`src/alfl_pkg.sv`:
```
// Shared constants and types for the additive lagged Fibonacci generator.
// Used by alfl_ring and additive_lagged_fibonacci_luxury_top; depends on nothing.

package alfl_pkg;

  localparam int LONG_LAG    = 100;
  localparam int SHORT_LAG   = 37;
  localparam int BLOCK_TOTAL = 1009;

  localparam int IDX_W  = $clog2(LONG_LAG);
  localparam int WORD_W = 32;

  // Start of the short tap, relative to the long tap at the start of a run
  localparam int SHORT_START = (LONG_LAG - (SHORT_LAG % LONG_LAG)) % LONG_LAG;

  localparam int SILENT_STEPS = (BLOCK_TOTAL > LONG_LAG) ? (BLOCK_TOTAL - LONG_LAG) : 0;
  localparam int SILENT_W     = (SILENT_STEPS > 1) ? $clog2(SILENT_STEPS) : 1;

  localparam logic OP_LOAD = 1'b0;
  localparam logic OP_NEXT = 1'b1;

  typedef logic [IDX_W-1:0]  idx_t;
  typedef logic [WORD_W-1:0] word_t;

  typedef struct packed {
    logic  en;
    idx_t  addr;
    word_t data;
  } ring_wr_t;

endpackage

```
`src/additive_lagged_fibonacci_luxury_top.sv`:
```
// Additive lagged Fibonacci generator (lags 100/37, mod 2^32) with luxury decimation.
// Depends on alfl_pkg and alfl_ring.
//
// Usage:
//   Input channel (in_valid/in_ready): in_op selects a load (seed word into ring
//   position in_seed_index; positions past the ring are ignored) or a next step.
//   The first load after reset or after a next word restarts the run: long tap 0,
//   short tap 63, output count 0. Load the whole ring before asking for words.
//   Output channel (out_valid/out_ready): one out_random_word per next word.
// Timing:
//   A load writes the ring from S_IDLE; in_ready stays high for back-to-back loads.
//   A next word goes from acceptance to out_valid through S_FETCH, a ring read,
//   then S_STEP, the add and write-back; in_ready stays low until that step and
//   any silent steps are done, so no new word is taken while one is in flight.
//   The ring memory does one step per cycle while not stalled, so after every
//   100th output 909 silent steps follow, one per cycle, with in_ready low.
// Reset: synchronous, returns to idle, sets the taps to 0 and 63, clears count,
//   silent count and valid flag, sets the run flag. Ring contents are not cleared.
// Stall: a finished word waits in the output register; the next word's add
//   holds until that register is free, so no word is lost or repeated.

module additive_lagged_fibonacci_luxury_top (
  input  logic        clk,
  input  logic        rst_n,
  input  logic        in_valid,
  output logic        in_ready,
  input  logic        in_op,
  input  logic [6:0]  in_seed_index,
  input  logic [31:0] in_seed_word,
  output logic        out_valid,
  input  logic        out_ready,
  output logic [31:0] out_random_word
);

  typedef enum logic [3:0] {
    S_IDLE   = 4'b0001,
    S_FETCH  = 4'b0010,
    S_STEP   = 4'b0100,
    S_SILENT = 4'b1000
  } state_t;

  state_t state_r, state_nxt;

  alfl_pkg::idx_t  long_r, long_nxt;
  alfl_pkg::idx_t  short_r, short_nxt;
  alfl_pkg::idx_t  count_r, count_nxt;
  logic [alfl_pkg::SILENT_W-1:0] silent_r, silent_nxt;
  logic            loading_r, loading_nxt;
  logic            out_valid_r, out_valid_nxt;
  alfl_pkg::word_t out_word_r, out_word_nxt;

  alfl_pkg::ring_wr_t ring_wr;
  alfl_pkg::idx_t     rd_addr_a, rd_addr_b;
  alfl_pkg::word_t    rd_data_a, rd_data_b;
  alfl_pkg::word_t    sum;
  alfl_pkg::idx_t     long_adv, short_adv;

  logic in_fire;
  logic out_free;
  logic step_fire;

  assign in_ready        = (state_r == S_IDLE);
  assign in_fire         = in_valid && in_ready;
  assign out_valid       = out_valid_r;
  assign out_random_word = out_word_r;
  assign out_free        = !out_valid_r || out_ready;

  assign step_fire = ((state_r == S_STEP) && out_free) || (state_r == S_SILENT);
  assign sum       = rd_data_a + rd_data_b;

  assign long_adv  = (long_r == alfl_pkg::idx_t'(alfl_pkg::LONG_LAG - 1)) ?
                     '0 : long_r + alfl_pkg::idx_t'(1);
  assign short_adv = (short_r == alfl_pkg::idx_t'(alfl_pkg::LONG_LAG - 1)) ?
                     '0 : short_r + alfl_pkg::idx_t'(1);

  // Read the taps of the following step while this step writes back
  assign rd_addr_a = step_fire ? long_adv : long_r;
  assign rd_addr_b = step_fire ? short_adv : short_r;

  always_comb begin
    ring_wr.en   = 1'b0;
    ring_wr.addr = long_r;
    ring_wr.data = sum;
    if (step_fire) begin
      ring_wr.en = 1'b1;
    end else if (in_fire && (in_op == alfl_pkg::OP_LOAD) &&
                 (in_seed_index < 7'(alfl_pkg::LONG_LAG))) begin
      ring_wr.en   = 1'b1;
      ring_wr.addr = alfl_pkg::idx_t'(in_seed_index);
      ring_wr.data = in_seed_word;
    end
  end

  alfl_ring u_ring (
    .clk       (clk),
    .wr        (ring_wr),
    .rd_addr_a (rd_addr_a),
    .rd_addr_b (rd_addr_b),
    .rd_data_a (rd_data_a),
    .rd_data_b (rd_data_b)
  );

  always_comb begin
    state_nxt     = state_r;
    long_nxt      = long_r;
    short_nxt     = short_r;
    count_nxt     = count_r;
    silent_nxt    = silent_r;
    loading_nxt   = loading_r;
    out_valid_nxt = out_valid_r && !out_ready;
    out_word_nxt  = out_word_r;

    if (step_fire) begin
      long_nxt  = long_adv;
      short_nxt = short_adv;
    end

    case (state_r)
      S_IDLE: begin
        if (in_fire) begin
          if (in_op == alfl_pkg::OP_LOAD) begin
            if (loading_r) begin
              long_nxt    = '0;
              short_nxt   = alfl_pkg::idx_t'(alfl_pkg::SHORT_START);
              count_nxt   = '0;
              loading_nxt = 1'b0;
            end
          end else begin
            loading_nxt = 1'b1;
            state_nxt   = S_FETCH;
          end
        end
      end
      S_FETCH: begin
        state_nxt = S_STEP;
      end
      S_STEP: begin
        if (out_free) begin
          out_valid_nxt = 1'b1;
          out_word_nxt  = sum;
          if (count_r == alfl_pkg::idx_t'(alfl_pkg::LONG_LAG - 1)) begin
            count_nxt = '0;
            if (alfl_pkg::SILENT_STEPS > 0) begin
              silent_nxt = alfl_pkg::SILENT_W'(alfl_pkg::SILENT_STEPS - 1);
              state_nxt  = S_SILENT;
            end else begin
              state_nxt = S_IDLE;
            end
          end else begin
            count_nxt = count_r + alfl_pkg::idx_t'(1);
            state_nxt = S_IDLE;
          end
        end
      end
      S_SILENT: begin
        silent_nxt = silent_r - alfl_pkg::SILENT_W'(1);
        if (silent_r == '0) begin
          state_nxt = S_IDLE;
        end
      end
      default: begin
        state_nxt = S_IDLE;
      end
    endcase
  end

  always_ff @(posedge clk) begin
    if (!rst_n) begin
      state_r     <= S_IDLE;
      long_r      <= '0;
      short_r     <= alfl_pkg::idx_t'(alfl_pkg::SHORT_START);
      count_r     <= '0;
      silent_r    <= '0;
      loading_r   <= 1'b1;
      out_valid_r <= 1'b0;
    end else begin
      state_r     <= state_nxt;
      long_r      <= long_nxt;
      short_r     <= short_nxt;
      count_r     <= count_nxt;
      silent_r    <= silent_nxt;
      loading_r   <= loading_nxt;
      out_valid_r <= out_valid_nxt;
    end
  end

  always_ff @(posedge clk) begin
    out_word_r <= out_word_nxt;
  end

`ifndef SYNTHESIS
  // The short tap always trails the long tap by the fixed lag
  a_tap_spacing: assert property (@(posedge clk) disable iff (!rst_n)
    (({1'b0, long_r} + {1'b0, alfl_pkg::idx_t'(alfl_pkg::SHORT_START)}) ==
     {1'b0, short_r}) ||
    (({1'b0, long_r} + {1'b0, alfl_pkg::idx_t'(alfl_pkg::SHORT_START)}) ==
     ({1'b0, short_r} + {1'b0, alfl_pkg::idx_t'(alfl_pkg::LONG_LAG)})))
    else $error("short tap lost its spacing from the long tap");

  a_taps_in_range: assert property (@(posedge clk) disable iff (!rst_n)
    (long_r < alfl_pkg::idx_t'(alfl_pkg::LONG_LAG)) &&
    (short_r < alfl_pkg::idx_t'(alfl_pkg::LONG_LAG)))
    else $error("ring tap out of range");

  a_word_from_step: assert property (@(posedge clk) disable iff (!rst_n)
    $rose(out_valid_r) |-> $past(state_r == S_STEP))
    else $error("output word appeared outside a visible step");

  a_silent_quiet: assert property (@(posedge clk) disable iff (!rst_n)
    (state_r == S_SILENT) |-> !in_ready)
    else $error("input accepted during silent steps");
`endif

endmodule

```
`src/alfl_ring.sv`:
```
// Lag ring: one write port, two registered read ports, with write-to-read bypass.
// Depends on alfl_pkg.

module alfl_ring (
  input  logic             clk,
  input  alfl_pkg::ring_wr_t wr,
  input  alfl_pkg::idx_t   rd_addr_a,
  input  alfl_pkg::idx_t   rd_addr_b,
  output alfl_pkg::word_t  rd_data_a,
  output alfl_pkg::word_t  rd_data_b
);

  alfl_pkg::word_t mem [alfl_pkg::LONG_LAG];

  always_ff @(posedge clk) begin
    if (wr.en) begin
      mem[wr.addr] <= wr.data;
    end
  end

  // Forward a same-cycle write so the next step never sees stale data
  always_ff @(posedge clk) begin
    if (wr.en && (wr.addr == rd_addr_a)) begin
      rd_data_a <= wr.data;
    end else begin
      rd_data_a <= mem[rd_addr_a];
    end
    if (wr.en && (wr.addr == rd_addr_b)) begin
      rd_data_b <= wr.data;
    end else begin
      rd_data_b <= mem[rd_addr_b];
    end
  end

endmodule

```
`config.mk`:
```
export PLATFORM = sky130hd
export DESIGN_NAME = additive_lagged_fibonacci_luxury_top
export DESIGN_NICKNAME = d
export VERILOG_FILES = /design/src/alfl_pkg.sv /design/src/additive_lagged_fibonacci_luxury_top.sv /design/src/alfl_ring.sv
export SDC_FILE = /design/constraint.sdc
export NUM_CORES = 2
export LEC_CHECK = 0
export CAP_MARGIN = 5
export CORE_ASPECT_RATIO = 0.8
export CORE_MARGIN = 4
export CORE_UTILIZATION = 55
export DETAILED_ROUTE_END_ITERATION = 16
export DONT_BUFFER_PORTS = 1
export GPL_TIMING_DRIVEN = 1
export MAX_ROUTING_LAYER = met4
export PLACE_DENSITY = 0.7
export SYNTH_ARGS = -nofsm -noshare
export SYNTH_HDL_FRONTEND = slang
export SYNTH_HIERARCHICAL = 1
export SYNTH_SLANG_ARGS = --single-unit
```
`constraint.sdc`:
```
create_clock -name clk -period 9.49 [get_ports clk]
set_input_delay 0.4745 -clock clk [delete_from_list [all_inputs] [get_ports clk]]
set_output_delay 0.4745 -clock clk [all_outputs]
set_load 0.05 [all_outputs]
```
**Yosys cells after proc, flatten, opt, wreduce, memory -nomap -nowiden**

Memory sizes are Yosys's and may differ from the RTL's. A register that Yosys moved wholly into a read port is not among the register bits.
Index checks and enable logic that the tools add are counted.
Widths: inputs -> output; s select.

- Reduce and logical (&&, ||, !) cells: 17
- Equal/unequal tests: 14
- Add/subtract/negate cells: 5
- Multiplexer cells: 35
- Order comparisons: 1
- Bitwise operators: 1

Operators with widths:

| kind | count |
|---|---|
| $mux 7 | 17 |
| $mux 40 | 1 |
| $mux 39 | 1 |
| $add 32x32->32 | 1 |
| $add 7x1->7 const B | 3 |
| $eq 7x7->1 const B | 3 |
| $mux 10 | 2 |
| $mux 4 | 5 |
| $pmux 10 s2 | 1 |
| $pmux 4 s4 | 1 |
| $pmux 7 s2 | 1 |
| $logic_not 10->1 | 1 |
| $ne 2x1->1 const B | 5 |
| $sub 10x1->10 const B | 1 |
| $lt 7x7->1 const B | 1 |
| $mux 1 | 6 |
| $logic_and 1x1->1 | 5 |
| $reduce_and 5->1 | 1 |
| $eq 4x1->1 const B | 1 |
| $eq 4x2->1 const B | 1 |
| $eq 4x3->1 const B | 1 |
| $eq 4x4->1 const B | 1 |
| $ne 2x2->1 const B | 2 |
| $reduce_and 2->1 | 2 |
| other kinds (6) | 9 |

- Logic and storage cells: 82
- Memories: 1
- Bits in writable memories: 3,200
- Register bits: 69
- Output and inout port bits: 34

Memory list:

| memory | words | bits a word | rd ports | clocked after Yosys merged registers in | write ports | RTL line | text |
|---|---|---|---|---|---|---|---|
| u_ring.mem | 100 | 32 | 2 | 2 | 1 | alfl_ring.sv:13 | `alfl_pkg::word_t mem [alfl_pkg::LONG_LAG];` |

**Longest topological paths before layout**

- Depth after elaboration: 9
- Mapped depth: 20

**Cells and area by module**

Netlist, hierarchy kept.

Modules (own cells, without submodules):

| module | area each (um^2) | seq. area each (um^2) | cells each | instances |
|---|---|---|---|---|
| alfl_ring | 147,923.1 | 96,372.4 | 6,634 | 1 |
| additive_lagged_fibonacci_luxury_top | 5,203.7 | 1,701.6 | 616 | 1 |

**Worst setup path before layout**

Ideal clock, no wire load.

- Path kind: register to register
- Start: register (tool-made name)
- End: memory u_ring/mem[0][27] (netlist bit), data pin
- Data required time: 8.543 ns
- Path buffers: 4
- Stages on the path, launching flop included: 17
- Path slack: 0.919 ns
- Clock period less this slack: 8.571 ns
- Arrival: 7.624 ns
- Cell sequence: dfxtp_1 > buf_2 > buf_2 > buf_1 > clkbuf_1 > mux4_2 > mux4_2 > a31oi_1 > o211ai_1 > ha_1 > a21oi_1 > o211a_1 > nor3b_1 > o21a_1 > o211ai_1 > nor4b_1 > nor3_1

RTL lines:

| item | RTL line |
|---|---|
| end: declaration | alfl_ring.sv:13 |

==> results_dict.tcl <==
set metrics [dict create \
    status "finished, violations left" \
    violations "max-capacitance violations" \
    drv_cap 1 \
    slew_headroom_pct 0.5373 \
    ys_ff_latch 3283 \
    ys.flop_type "edfxtp_1" \
    core_area_um2 275900 \
    grt_pass1_vias 86310 \
    clk_path_buf_depth 4 \
    skew_ps 67.76 \
    yosysWarnings 6 \
    cts_tree "done" \
    worstSkewPairLatency_ps 940 \
    tightest_slew_ps 1490 \
    seq_area_frac_synth_pct 64.05 \
    utilization_pct 61.49 \
    max_stage_delay_ps 760 \
    slew_viol_final 0 \
    whs_ps 145.1 \
    p_per_area_nw_per_um2 181.3 \
    period_share_pct 82.88 \
    synth_cells 7250 \
    crit_fanout 67 \
    worstHoldStart "rst_n" \
    setup_viol 0 \
    routed_wl_um 526600 \
    cts-root-buf "clkbuf_16" \
    drt_iter0_drc 15930 \
    path_class "reg2reg" \
    rsz0062_at_grt "no" \
    post-route-min-period_ps 7866 \
    gp_congestion 0.9803 \
    fp-row-count 172 \
    io_buffers 0 \
    drt-wirelength-per-cell_um 46.50 \
    drive_above_1_share_pct 37.37 \
    area_delta_synth_final_pct 10.78 \
    start_util_pct 55.50 \
    synth-edff-count 3232 \
    place_hpwl_um 320900 \
    start_kind "flip-flop" \
    dr.pass1.iters 6 \
    grt_pass1_wl_um 720600 \
    p_leak_uw 0.05255 \
    route.detailed.drc 0 \
    die_w_um 597.9 \
    dieArea_um2 287000 \
    min_delay_worst_endpoint "short_r[4]$_SDFF_PN1_" \
    cts.sinks 3283 \
    path_clk_slew_ps 60 \
    vdd_drop_max_uv 168.6 \
    vias_per_cell 7.854 \
    fillers 18720 \
    grt_start_max_net_pins 101 \
    gr-usage-all-layers_pct 37.90 \
    r2r_end "u_ring/mem[78][24]$_DFFE_PP_" \
    max_freq_ghz 0.1271 \
    crit_required_ps 10160 \
    antenna_found_initial 37 \
    syn_nets 7330 \
    hold_depth 2 \
    boundaryPins 78 \
    reg2reg_depth 16 \
    hp-class "in2reg" \
    cp.arrival_ps 8540 \
    end_kind "flip-flop" \
    path_cells "buf_12 -> buf_4 -> mux4_2 -> mux4_2 -> nor2b_1 -> a31oi_1 -> o211ai_1 -> ha_1 -> a21oi_4 -> o21bai_1 -> a21o_1 -> a221o_2 -> a31oi_1 -> xnor2_1 -> mux2_4 -> buf_4" \
    overflow 0 \
    vias 88950 \
    tns_ps 0 \
    die_h_um 479.9 \
    syn-cell-area_um2 153100 \
    hold_viol 0 \
    rrSetupSlack_ps 1620 \
    finalNetCount 7465 \
    synth-async-reset-ratio_pct 0 \
    synth_area_per_cell_um2 21.12 \
    crit_slowest_cell "dfxtp_4" \
    cts_htree_levels 5 \
    synth.distinct_cells 84 \
    cts_inserted_buffers 324 \
    ant_nets 0 \
]
## cell usage after synthesis (all sizes together), types with 21 or more instances
cell type     n  area (um^2)
dfxtp        51         1021
o21ai        88        444.2
xor2         22        192.7
nand3        41        205.2
o22ai        58        362.9
mux2         32        360.3
nand2       210        790.8
nand4        24        150.1
a21oi        90        465.5
and2         31        193.9
buf         399         2424
mux2i       184         1842
nand2b       21        131.4
mux4       1857        41820
xnor2        21        183.9
nor2b        85        531.8
a211oi       45        342.8
nor3         23        115.1
clkbuf      146        568.1
a31oi        52        325.3
a22oi        60        450.4
edfxtp     3232        97050
nor2        186        698.2
o211ai       34        255.2
ha           35        437.9
## layer usage
metal	routed length (um)	track usage [%]	up-vias
li1	-	-	32250
met1	179200	51.11	46820
met2	226400	51.25	8380
met3	88310	14.05	1507
met4	32700	18.60	0
met5	0	-	-
## metrics by stage
| stage | worst slack (ps) | std cells | area [um^2] | total power [uW] |
|---|---|---|---|---|
| 5_1_grt | 1448 | 11320 | 169600 | 31540 |
| 2_1_floorplan | 919.0 | 7250 | 153100 | 17400 |
| 3_3_place_gp | 1650 | 10700 | 158900 | 17940 |
| 3_5_place_dp | 1928 | 10710 | 159000 | 17990 |
| 4_1_cts | 1899 | 11290 | 169500 | 30810 |
| 6_report | 1624 | 11330 | 169600 | 30760 |
## kinds of logic after synthesis
| family | Yosys count | share of synthesized area [%] |
|---|---|---|
| AO/OA/AOI/OAI | 576 | 2.563 |
| adder cells (fa/ha/maj) | 36 | 0.2991 |
| flip-flops | 3283 | 64.05 |
| multiplexers | 2073 | 28.75 |
| AND/OR/NAND/NOR | 674 | 2.091 |
| XOR/XNOR | 43 | 0.2459 |
| buffers and inverters | 565 | 2.003 |
## layout make-up
cell class	count	area, um^2	share of cell area (%)
Tap cell	3654	4572	2.695
Clock buffer	394	8549	5.040
Clock inverter	182	1962	1.156
Timing Repair Buffer	354	3339	1.969
Multi-Input combinational cell	3402	52930	31.20
Antenna cell	37	92.59	0.05458
Sequential cell	3283	98120	57.84
Inverter	20	77.57	0.04573
## registers in the layout, indices dropped and copies added (netlist names), named ones only
| signal | flops |
|---|---|
| out_valid | 1 |
| long_r | 7 |
| silent_r | 10 |
| state_r | 4 |
| count_r | 7 |
| loading_r | 1 |
| short_r | 7 |
| out_random_word | 32 |
| u_ring/mem | 3200 |
## repair_timing
| action | 4_1_cts | 5_1_grt |
|---|---|---|
| setup buffers | 0 | 0 |
| setup endpoints to repair | 0 | 0 |
| hold buffers | 7 | 0 |
| gates resized for setup | 0 | 0 |
| endpoints found under the hold margin | 24 | 0 |
## how the worst max path moves through the flow
| stage | startpoint | end | slack (ps) | depth (start not counted) |
|---|---|---|---|---|
| 5_1_grt | flip-flop | u_ring/mem[36][29]$_DFFE_PP_ | 1450 | 15 |
| 3_3_place_gp | flip-flop | u_ring/mem[30][30]$_DFFE_PP_ | 1650 | 16 |
| 2_1_floorplan | flip-flop | u_ring/mem[0][27]$_DFFE_PP_ | 920 | 16 |
| 3_5_place_dp | flip-flop | u_ring/mem[95][24]$_DFFE_PP_ | 1930 | 16 |
| 6_report | flip-flop | u_ring/mem[78][24]$_DFFE_PP_ | 1620 | 16 |
| 4_1_cts | flip-flop | u_ring/mem[39][30]$_DFFE_PP_ | 1900 | 15 |
## layout by cell type, fill, tap and decap left out, types with 40 or more instances in the layout
| cell type | netlist | routed |
|---|---|---|
| mux2i_1 | 184 | 184 |
| clkinv_2 | 0 | 56 |
| edfxtp_1 | 3232 | 3232 |
| nand2_1 | 209 | 201 |
| clkbuf_1 | 144 | 60 |
| a211oi_1 | 44 | 44 |
| a31oi_1 | 52 | 51 |
| buf_12 | 0 | 53 |
| a22oi_1 | 60 | 60 |
| clkbuf_16 | 0 | 331 |
| nor2_1 | 186 | 84 |
| buf_4 | 105 | 292 |
| nor2b_1 | 85 | 82 |
| o21ai_0 | 67 | 67 |
| a21oi_1 | 88 | 88 |
| nor2_4 | 0 | 97 |
| mux4_2 | 1857 | 1857 |
| o22ai_1 | 58 | 58 |
| nand3_1 | 41 | 40 |
| clkinv_1 | 0 | 62 |
## power breakdown
part | switching (uW) | leakage (uW) | internal [uW] | total [uW]
Sequential | 12.4 | 0.0295 | 16500 | 16500
Clock | 5580 | 0.00512 | 7460 | 13000
Combinational | 1030 | 0.0180 | 206 | 1240
Total | 6620 | 0.0526 | 24100 | 30800
## worst max-delay path, delay by kind of cell, from the launching register on
family                     cells  cell delay (ps)
DFF                            1              760
buffers and inverters          3             1570
muxes                          3             1630
and+or+nand+nor                1              140
AOI/OAI and AO/OA              7             2270
adders and majority gates      1              540
xor gates and xnor gates       1              270
Note: power is estimated with default switching activity, not from simulation.
